**src/rtl/flc_pkg.sv**
```systemverilog
// Package for the full linear convolution unit: item types, widths and register codes.
// Used by full_linear_convolution_unit; depends on nothing else.
package flc_pkg;

    // Field widths of the item formats.
    localparam int SAMPLE_W = 16;
    localparam int PROD_W   = 2 * SAMPLE_W;
    localparam int CONV_W   = 37;
    localparam int LEN_W    = 6;

    // Default and largest sequence lengths.
    localparam int MAX_LEN_A_DEF = 32;
    localparam int MAX_LEN_B_DEF = 32;
    localparam logic [LEN_W-1:0] LEN_RESET = LEN_W'(32);

    // Configuration register indexes.
    localparam int CFG_IDX_W = 1;
    localparam logic [CFG_IDX_W-1:0] REG_LENGTH_A = 1'b0;
    localparam logic [CFG_IDX_W-1:0] REG_LENGTH_B = 1'b1;

    // Sequence selector carried by each input item.
    localparam logic REQ_LOAD_A = 1'b0;
    localparam logic REQ_LOAD_B = 1'b1;

    typedef struct packed {
        logic                       req_type;
        logic signed [SAMPLE_W-1:0] sample;
    } t_in_item;

    typedef struct packed {
        logic signed [CONV_W-1:0] conv_value;
        logic [LEN_W-1:0]         out_index;
        logic                     last_result;
    } t_out_item;

endpackage

```
**src/rtl/full_linear_convolution_unit.sv**
```systemverilog
// Full linear convolution unit: two sample memories and one shared multiply-accumulate.
// Depends on flc_pkg for item types, widths and register codes.
//
// An input item is taken while no run is in progress. The item that fills
// both sequences starts a run of length_a+length_b-1 results; result i walks its
// overlapping pairs through the single multiply-accumulate fed by the two memory read
// ports, and each result waits for the output register to be free before the next.
// Reset sets both lengths to 32 and clears the fill counters; memory contents are not reset.
module full_linear_convolution_unit #(
    parameter int MAX_LEN_A = flc_pkg::MAX_LEN_A_DEF,
    parameter int MAX_LEN_B = flc_pkg::MAX_LEN_B_DEF
) (
    input  logic                               i_clk,
    input  logic                               i_rst_n,
    input  logic                               i_in_valid,
    output logic                               o_in_ready,
    input  flc_pkg::t_in_item                  i_in_item,
    output logic                               o_out_valid,
    input  logic                               i_out_ready,
    output flc_pkg::t_out_item                 o_out_item,
    input  logic                               i_cfg_we,
    input  logic [flc_pkg::CFG_IDX_W-1:0]      i_cfg_idx,
    input  logic [flc_pkg::LEN_W-1:0]          i_cfg_data
);

    localparam int AW_A = (MAX_LEN_A > 1) ? $clog2(MAX_LEN_A) : 1;
    localparam int AW_B = (MAX_LEN_B > 1) ? $clog2(MAX_LEN_B) : 1;
    localparam int LW   = flc_pkg::LEN_W;
    localparam int CW   = flc_pkg::CONV_W;
    localparam int PW   = flc_pkg::PROD_W;
    localparam int SW   = flc_pkg::SAMPLE_W;

    typedef enum logic [1:0] {
        S_IDLE,
        S_ISSUE,
        S_DRAIN
    } t_state;

    // Sample memories, one read port each.
    logic signed [SW-1:0] a_mem [MAX_LEN_A];
    logic signed [SW-1:0] b_mem [MAX_LEN_B];

    t_state               r_state;
    logic [LW-1:0]        r_length_a;
    logic [LW-1:0]        r_length_b;
    logic [LW-1:0]        r_a_fill;
    logic [LW-1:0]        r_b_fill;
    logic [LW-1:0]        r_i;
    logic [LW-1:0]        r_j;
    logic signed [SW-1:0] r_a_rd;
    logic signed [SW-1:0] r_b_rd;
    logic                 r_s1_vld;
    logic                 r_s1_last;
    logic signed [PW-1:0] r_prod;
    logic                 r_s2_vld;
    logic                 r_s2_last;
    logic signed [CW-1:0] r_acc;
    logic                 r_acc_done;
    logic                 r_out_valid;
    flc_pkg::t_out_item   r_out_item;

    logic [LW-1:0]        w_la;
    logic [LW-1:0]        w_lb;
    logic [LW-1:0]        w_last_idx;
    logic                 w_accept;
    logic                 w_a_we;
    logic                 w_b_we;
    logic [LW-1:0]        n_a_fill;
    logic [LW-1:0]        n_b_fill;
    logic                 w_run_start;
    logic                 w_issue;
    logic [LW-1:0]        w_j_hi;
    logic                 w_issue_last;
    logic [LW-1:0]        w_b_idx;
    logic [LW-1:0]        w_i_nxt;
    logic [LW-1:0]        w_jlo_nxt;
    logic                 w_out_free;
    logic signed [CW-1:0] w_prod_ext;

    // Effective lengths: zero acts as one, anything above the memory depth as the depth.
    always_comb begin
        priority if (r_length_a == '0) begin
            w_la = LW'(1);
        end else if (r_length_a > LW'(MAX_LEN_A)) begin
            w_la = LW'(MAX_LEN_A);
        end else begin
            w_la = r_length_a;
        end
        priority if (r_length_b == '0) begin
            w_lb = LW'(1);
        end else if (r_length_b > LW'(MAX_LEN_B)) begin
            w_lb = LW'(MAX_LEN_B);
        end else begin
            w_lb = r_length_b;
        end
    end

    // Index of the final result; at most 62, so it fits the length width.
    assign w_last_idx = w_la + w_lb - LW'(2);

    // Loading: an item for a full sequence is dropped.
    assign o_in_ready = (r_state == S_IDLE);
    assign w_accept   = i_in_valid && o_in_ready;
    assign w_a_we     = w_accept && (i_in_item.req_type == flc_pkg::REQ_LOAD_A)
                        && (r_a_fill < w_la) && (r_a_fill < LW'(MAX_LEN_A));
    assign w_b_we     = w_accept && (i_in_item.req_type == flc_pkg::REQ_LOAD_B)
                        && (r_b_fill < w_lb) && (r_b_fill < LW'(MAX_LEN_B));
    assign n_a_fill   = w_a_we ? r_a_fill + LW'(1) : r_a_fill;
    assign n_b_fill   = w_b_we ? r_b_fill + LW'(1) : r_b_fill;
    assign w_run_start = w_accept && (n_a_fill >= w_la) && (n_b_fill >= w_lb);

    // Pair walk for result i: j runs from max(0, i-lb+1) to min(i, la-1).
    assign w_issue      = (r_state == S_ISSUE);
    assign w_j_hi       = (r_i < w_la - LW'(1)) ? r_i : w_la - LW'(1);
    assign w_issue_last = (r_j == w_j_hi);
    assign w_b_idx      = r_i - r_j;
    assign w_i_nxt      = r_i + LW'(1);
    assign w_jlo_nxt    = (w_i_nxt >= w_lb) ? w_i_nxt - w_lb + LW'(1) : '0;
    assign w_out_free   = !r_out_valid || i_out_ready;
    assign w_prod_ext   = CW'(r_prod);

    // Configuration registers.
    always_ff @(posedge i_clk) begin
        if (!i_rst_n) begin
            r_length_a <= flc_pkg::LEN_RESET;
            r_length_b <= flc_pkg::LEN_RESET;
        end else if (i_cfg_we) begin
            unique case (i_cfg_idx)
                flc_pkg::REG_LENGTH_A: r_length_a <= i_cfg_data;
                flc_pkg::REG_LENGTH_B: r_length_b <= i_cfg_data;
                default: ;
            endcase
        end
    end

    // Memory A: write on load, registered read for the multiplier.
    always_ff @(posedge i_clk) begin
        if (w_a_we) begin
            a_mem[r_a_fill[AW_A-1:0]] <= i_in_item.sample;
        end
        r_a_rd <= a_mem[r_j[AW_A-1:0]];
    end

    // Memory B: same arrangement, read at i-j.
    always_ff @(posedge i_clk) begin
        if (w_b_we) begin
            b_mem[r_b_fill[AW_B-1:0]] <= i_in_item.sample;
        end
        r_b_rd <= b_mem[w_b_idx[AW_B-1:0]];
    end

    // Read and multiply stages of the pair pipeline.
    always_ff @(posedge i_clk) begin
        if (!i_rst_n) begin
            r_s1_vld <= 1'b0;
            r_s2_vld <= 1'b0;
        end else begin
            r_s1_vld <= w_issue;
            r_s2_vld <= r_s1_vld;
        end
        r_s1_last <= w_issue_last;
        r_s2_last <= r_s1_last;
        r_prod    <= r_a_rd * r_b_rd;
    end

    // Sequencer: fill counters, pair walk, accumulator and output register.
    always_ff @(posedge i_clk) begin
        if (!i_rst_n) begin
            r_state     <= S_IDLE;
            r_a_fill    <= '0;
            r_b_fill    <= '0;
            r_i         <= '0;
            r_j         <= '0;
            r_acc_done  <= 1'b0;
            r_out_valid <= 1'b0;
        end else begin
            if (r_s2_vld) begin
                r_acc <= r_acc + w_prod_ext;
            end
            if (r_s2_vld && r_s2_last) begin
                r_acc_done <= 1'b1;
            end
            if (r_out_valid && i_out_ready) begin
                r_out_valid <= 1'b0;
            end
            unique case (r_state)
                S_IDLE: begin
                    r_a_fill <= n_a_fill;
                    r_b_fill <= n_b_fill;
                    if (w_run_start) begin
                        r_state <= S_ISSUE;
                        r_i     <= '0;
                        r_j     <= '0;
                        r_acc   <= '0;
                    end
                end
                S_ISSUE: begin
                    if (w_issue_last) begin
                        r_state <= S_DRAIN;
                    end else begin
                        r_j <= r_j + LW'(1);
                    end
                end
                S_DRAIN: begin
                    // Once the sum is complete, hand it over as soon as the output register is free.
                    if (r_acc_done && w_out_free) begin
                        r_out_valid            <= 1'b1;
                        r_out_item.conv_value  <= r_acc;
                        r_out_item.out_index   <= r_i;
                        r_out_item.last_result <= (r_i == w_last_idx);
                        r_acc_done             <= 1'b0;
                        if (r_i == w_last_idx) begin
                            r_state  <= S_IDLE;
                            r_a_fill <= '0;
                            r_b_fill <= '0;
                        end else begin
                            r_state <= S_ISSUE;
                            r_i     <= w_i_nxt;
                            r_j     <= w_jlo_nxt;
                            r_acc   <= '0;
                        end
                    end
                end
                default: r_state <= S_IDLE;
            endcase
        end
    end

    assign o_out_valid = r_out_valid;
    assign o_out_item  = r_out_item;

endmodule
```
**config.mk**
```make
export PLATFORM = sky130hd
export DESIGN_NAME = full_linear_convolution_unit
export DESIGN_NICKNAME = d
export VERILOG_FILES = /design/src/rtl/flc_pkg.sv /design/src/rtl/full_linear_convolution_unit.sv
export SDC_FILE = /design/constraint.sdc
export NUM_CORES = 2
export LEC_CHECK = 0
export BUFFER_PORTS_ARGS = -buffer_cell sky130_fd_sc_hd__buf_4
export CAP_MARGIN = 20
export CORE_MARGIN = 2
export CORE_UTILIZATION = 30
export CTS_BUF_LIST = sky130_fd_sc_hd__clkbuf_8
export DETAILED_ROUTE_END_ITERATION = 16
export GPL_TIMING_DRIVEN = 0
export PLACE_DENSITY_LB_ADDON = 0.12
export RECOVER_POWER = 25
export REMOVE_ABC_BUFFERS = 1
export SLEW_MARGIN = 20
export SYNTH_ARGS = -nofsm -noshare
export SYNTH_HDL_FRONTEND = slang
export SYNTH_SLANG_ARGS = --single-unit
```
**constraint.sdc**
```tcl
create_clock -name i_clk -period 8.1 [get_ports i_clk]
set_clock_uncertainty 0.05 [all_clocks]
set_input_delay 1.62 -clock i_clk [delete_from_list [all_inputs] [get_ports i_clk]]
set_output_delay 1.62 -clock i_clk [all_outputs]
set_load 0.005 [all_outputs]
```
==> results.sh <==
export IMPL_clock_sinks=1213
export IMPL_wl_per_cell_um=22.51
export IMPL_nets=4283
export IMPL_reg2reg_depth=22
export IMPL_io_buffer_count=74
export IMPL_fin_crit_ns=6.987
export IMPL_die_h_um=446.5
export IMPL_netlist_area_um2=58750
export IMPL_grt_overflow=0
export IMPL_slew_viol_final=977
export IMPL_hold_viol=0
export IMPL_post_route_period_util=0.8626
export IMPL_r2r_start="r_a_rd[7]"
export IMPL_crit_top_cell="fa_1"
export IMPL_status="complete, but fails checks"
export IMPL_cts_tree="done"
export IMPL_reg2reg_slack_ns=1.11
export IMPL_grtUsageTotal=0.1513
export IMPL_path_max_fanout=16
export IMPL_cp_start_kind="flop"
export IMPL_dp_hpwl_um=97890
export IMPL_grt_pass1_wl_um=223000
export IMPL_dieArea_um2=199400
export IMPL_cts_root_buffer_cell="clkbuf_8"
export IMPL_critical_path_depth=22
export IMPL_cts_buffer_depth=3
export IMPL_cp_slowest_stage_delay_ns=0.84
export IMPL_post_cts_resized=0
export IMPL_wirelength_um=148500
export IMPL_postSynthAreaPerCell_um2=16.35
export IMPL_path_cells="nand2_1, fa_1, inv_1, fa_1, inv_1, fa_1, inv_1, fa_1, fa_1, inv_1, fa_1, inv_1, ha_1, a21o_1, a21o_1, a221oi_1, nor2_1, o31a_1, o31a_1, o211ai_2, mux2i_1, a2111oi_2"
export IMPL_drive_above_1_share=0.2118
export IMPL_tightest_slew_ns=3.165
export IMPL_synth_seq_area_share=0.6016
export IMPL_firstDrtPassIters=5
export IMPL_critical_path_required_ns=8.83
export IMPL_cp_data_arrival_time_ns=7.71
export IMPL_synth_cells=3592
export IMPL_fmax_mhz=143.1
export IMPL_cp_slowest_cell="dfxtp_1"
export IMPL_ys_warnings_count=0
export IMPL_ys_ff_latch=1213
export IMPL_rows=162
export IMPL_vias_per_cell=4.645
export IMPL_dr_total_vias=30650
export IMPL_grt_pass1_vias=32870
export IMPL_violations="max-capacitance violations, max-slew violations"
export IMPL_critPathTopFamily="adder cells"
export IMPL_cts_setup_buffers=0
export IMPL_hold_depth=0
export IMPL_setup_viol=0
export IMPL_hold_start="r_s1_last"
export IMPL_io_pins=75
export IMPL_die_x_um=446.5
export IMPL_rsz0062_at_grt="false"
export IMPL_hold_worst_slack_ns=0.2830
export IMPL_ys_flop_type="edfxtp_1"
export IMPL_async_flop_share=0
export IMPL_place_gp_congestion=0.7957
export IMPL_drc_errors=0
export IMPL_start_util=0.3016
export IMPL_path_buf_inv=5
export IMPL_grt_max_degree=65
export IMPL_critical_path_class="reg -> reg"
export IMPL_initialDrtViolationCount=1819
export IMPL_h_tree_depth=4
export IMPL_area_growth_pct=15.70
export IMPL_maxCapViolations=15
export IMPL_crit_path_end_kind="flop"
export IMPL_antenna_found_initial=9
export IMPL_cts_hold_buffers=0
export IMPL_clk_latency_ns=0.91
export IMPL_crit_path_start="r_a_rd[7]"
export IMPL_synth_edf_count=1105
export IMPL_path_clk_slew_ns=0.06
export IMPL_core_area_um2=194800
export IMPL_cts_inserted_buffers=204
export IMPL_synth_cell_types=69
export IMPL_slew_limit_headroom=-1.110
export IMPL_drtAntennaViolNets=0
export IMPL_hold_path_class="reg -> reg"
==> state kept, by name, indices dropped and copies added (netlist names), 2 cells and up <==
register,count
r_length_b,6
r_prod,32
r_length_a,6
r_a_fill,6
r_state,2
r_a_rd,16
b_mem,512
r_i,6
r_acc,37
r_j,6
r_b_fill,6
a_mem,512
o_out_item,44
r_b_rd,16
==> worst register-to-register path: stages (launching register included) <==
cell	delay (ns)
dfxtp_1	0.84
nand2_1	0.19
fa_1	0.57
inv_1	0.05
fa_1	0.49
inv_1	0.05
fa_1	0.53
inv_1	0.05
fa_1	0.48
fa_1	0.50
inv_1	0.05
fa_1	0.47
inv_1	0.04
ha_1	0.34
a21o_1	0.18
a21o_1	0.17
a221oi_1	0.43
nor2_1	0.15
o31a_1	0.28
o31a_1	0.31
o211ai_2	0.22
mux2i_1	0.11
a2111oi_2	0.31
==> cell families after synthesis <==
kind of cell    Yosys count  share of synthesized area
flops                  1213                     0.6016
other cells               1                 0.00006383
compound gates          279                    0.03071
xor+xnor                107                    0.01595
fa+ha+maj               453                     0.1307
buf+inv                 490                    0.03142
simple gates            655                    0.05350
mux                     394                     0.1360
==> synth_stat cells (4+ instances only) <==
cell type	instances	area [um^2]
edfxtp_1	1105	33180
inv_1	339	1272
mux4_2	320	7207
fa_1	268	5365
nand2_1	224	840.8
ha_1	185	2315
nor2_1	154	578.1
and2_1	128	800.8
clkbuf_1	112	420.4
dfxtp_1	108	2162
a21oi_1	93	465.5
xnor2_1	79	691.9
o21ai_0	50	250.2
mux2i_1	41	410.4
nand3_1	41	205.2
a21o_1	35	262.8
mux2_2	33	371.6
buf_1	32	120.1
xor2_1	28	245.2
nand2b_1	20	125.1
nand4_1	19	118.9
o21a_1	18	135.1
nor3_1	17	85.08
o21bai_1	13	97.59
nand3b_1	12	90.09
a211oi_1	7	52.55
and3_1	7	43.79
o211ai_1	7	52.55
a31oi_1	6	37.54
nor4_1	6	37.54
o22ai_1	6	37.54
a22oi_1	5	37.54
buf_2	5	25.02
nor3b_1	5	37.54
nor2b_1	4	25.02
o31a_1	4	35.03
==> cells in the final DEF (no fill, tap or decap), drive strengths merged, types with 7 or more instances in the layout <==
| cell type | count |
|---|---|
| xor2 | 28 |
| o21a | 18 |
| mux2i | 41 |
| ha | 185 |
| and2 | 128 |
| edfxtp | 1105 |
| nor2 | 154 |
| nand2 | 224 |
| and3 | 7 |
| nand2b | 20 |
| mux2 | 33 |
| nand4 | 19 |
| xnor2 | 79 |
| mux4 | 320 |
| a21oi | 94 |
| fa | 268 |
| dfxtp | 108 |
| clkbuf | 224 |
| nand3 | 41 |
| o21bai | 13 |
| inv | 419 |
| buf | 137 |
| o211ai | 8 |
| nor3 | 17 |
| nor4 | 7 |
| o21ai | 54 |
| a211oi | 8 |
| nand3b | 12 |
| clkinv | 77 |
| a21o | 35 |
==> per-layer routing <==
layer	wire, um	vias up	track usage
met5	7	-	0
met4	2394	2	0.03282
met3	5834	199	0.02893
met2	69940	518	0.2428
met1	70350	16130	0.2125
li1	-	13810	-
==> final cells by class <==
cell class | instances | area, um^2
clock inverter | 166 | 957.2
timing repair buffer | 152 | 2108
tap | 2624 | 3283
antenna | 5 | 12.51
sequential | 1213 | 35360
fill | 18610 | 126800
clock buffer | 209 | 2877
multi-input combinational | 1889 | 22090
inverter | 341 | 1282
==> path summary, 6_finish.rpt <==
path	end
worst min-delay path	r_s2_last
worst max register to register	r_prod[31]
worst min register to register	r_s2_last
worst max-delay path	r_prod[31]
==> per-stage QoR <==
stage / area (um^2) / setup slack [ns] / utilization / TNS, ns / std cells
floorplan: 58180 / -3.615 / - / -57.83 / 3443
global placement: 62020 / -9.604 / 0.3184 / -202.40 / 6141
detailed placement: 64180 / 1.091 / 0.3295 / 0 / 6219
CTS: 68010 / 1.032 / 0.3492 / 0 / 6594
global route: 67960 / 0.6837 / 0.3489 / 0 / 6596
finish: 67970 / 1.113 / 0.3489 / 0 / 6599
Power is not shown: default switching activity piles up to over one toggle a cycle in this logic, so the estimate is an artifact.
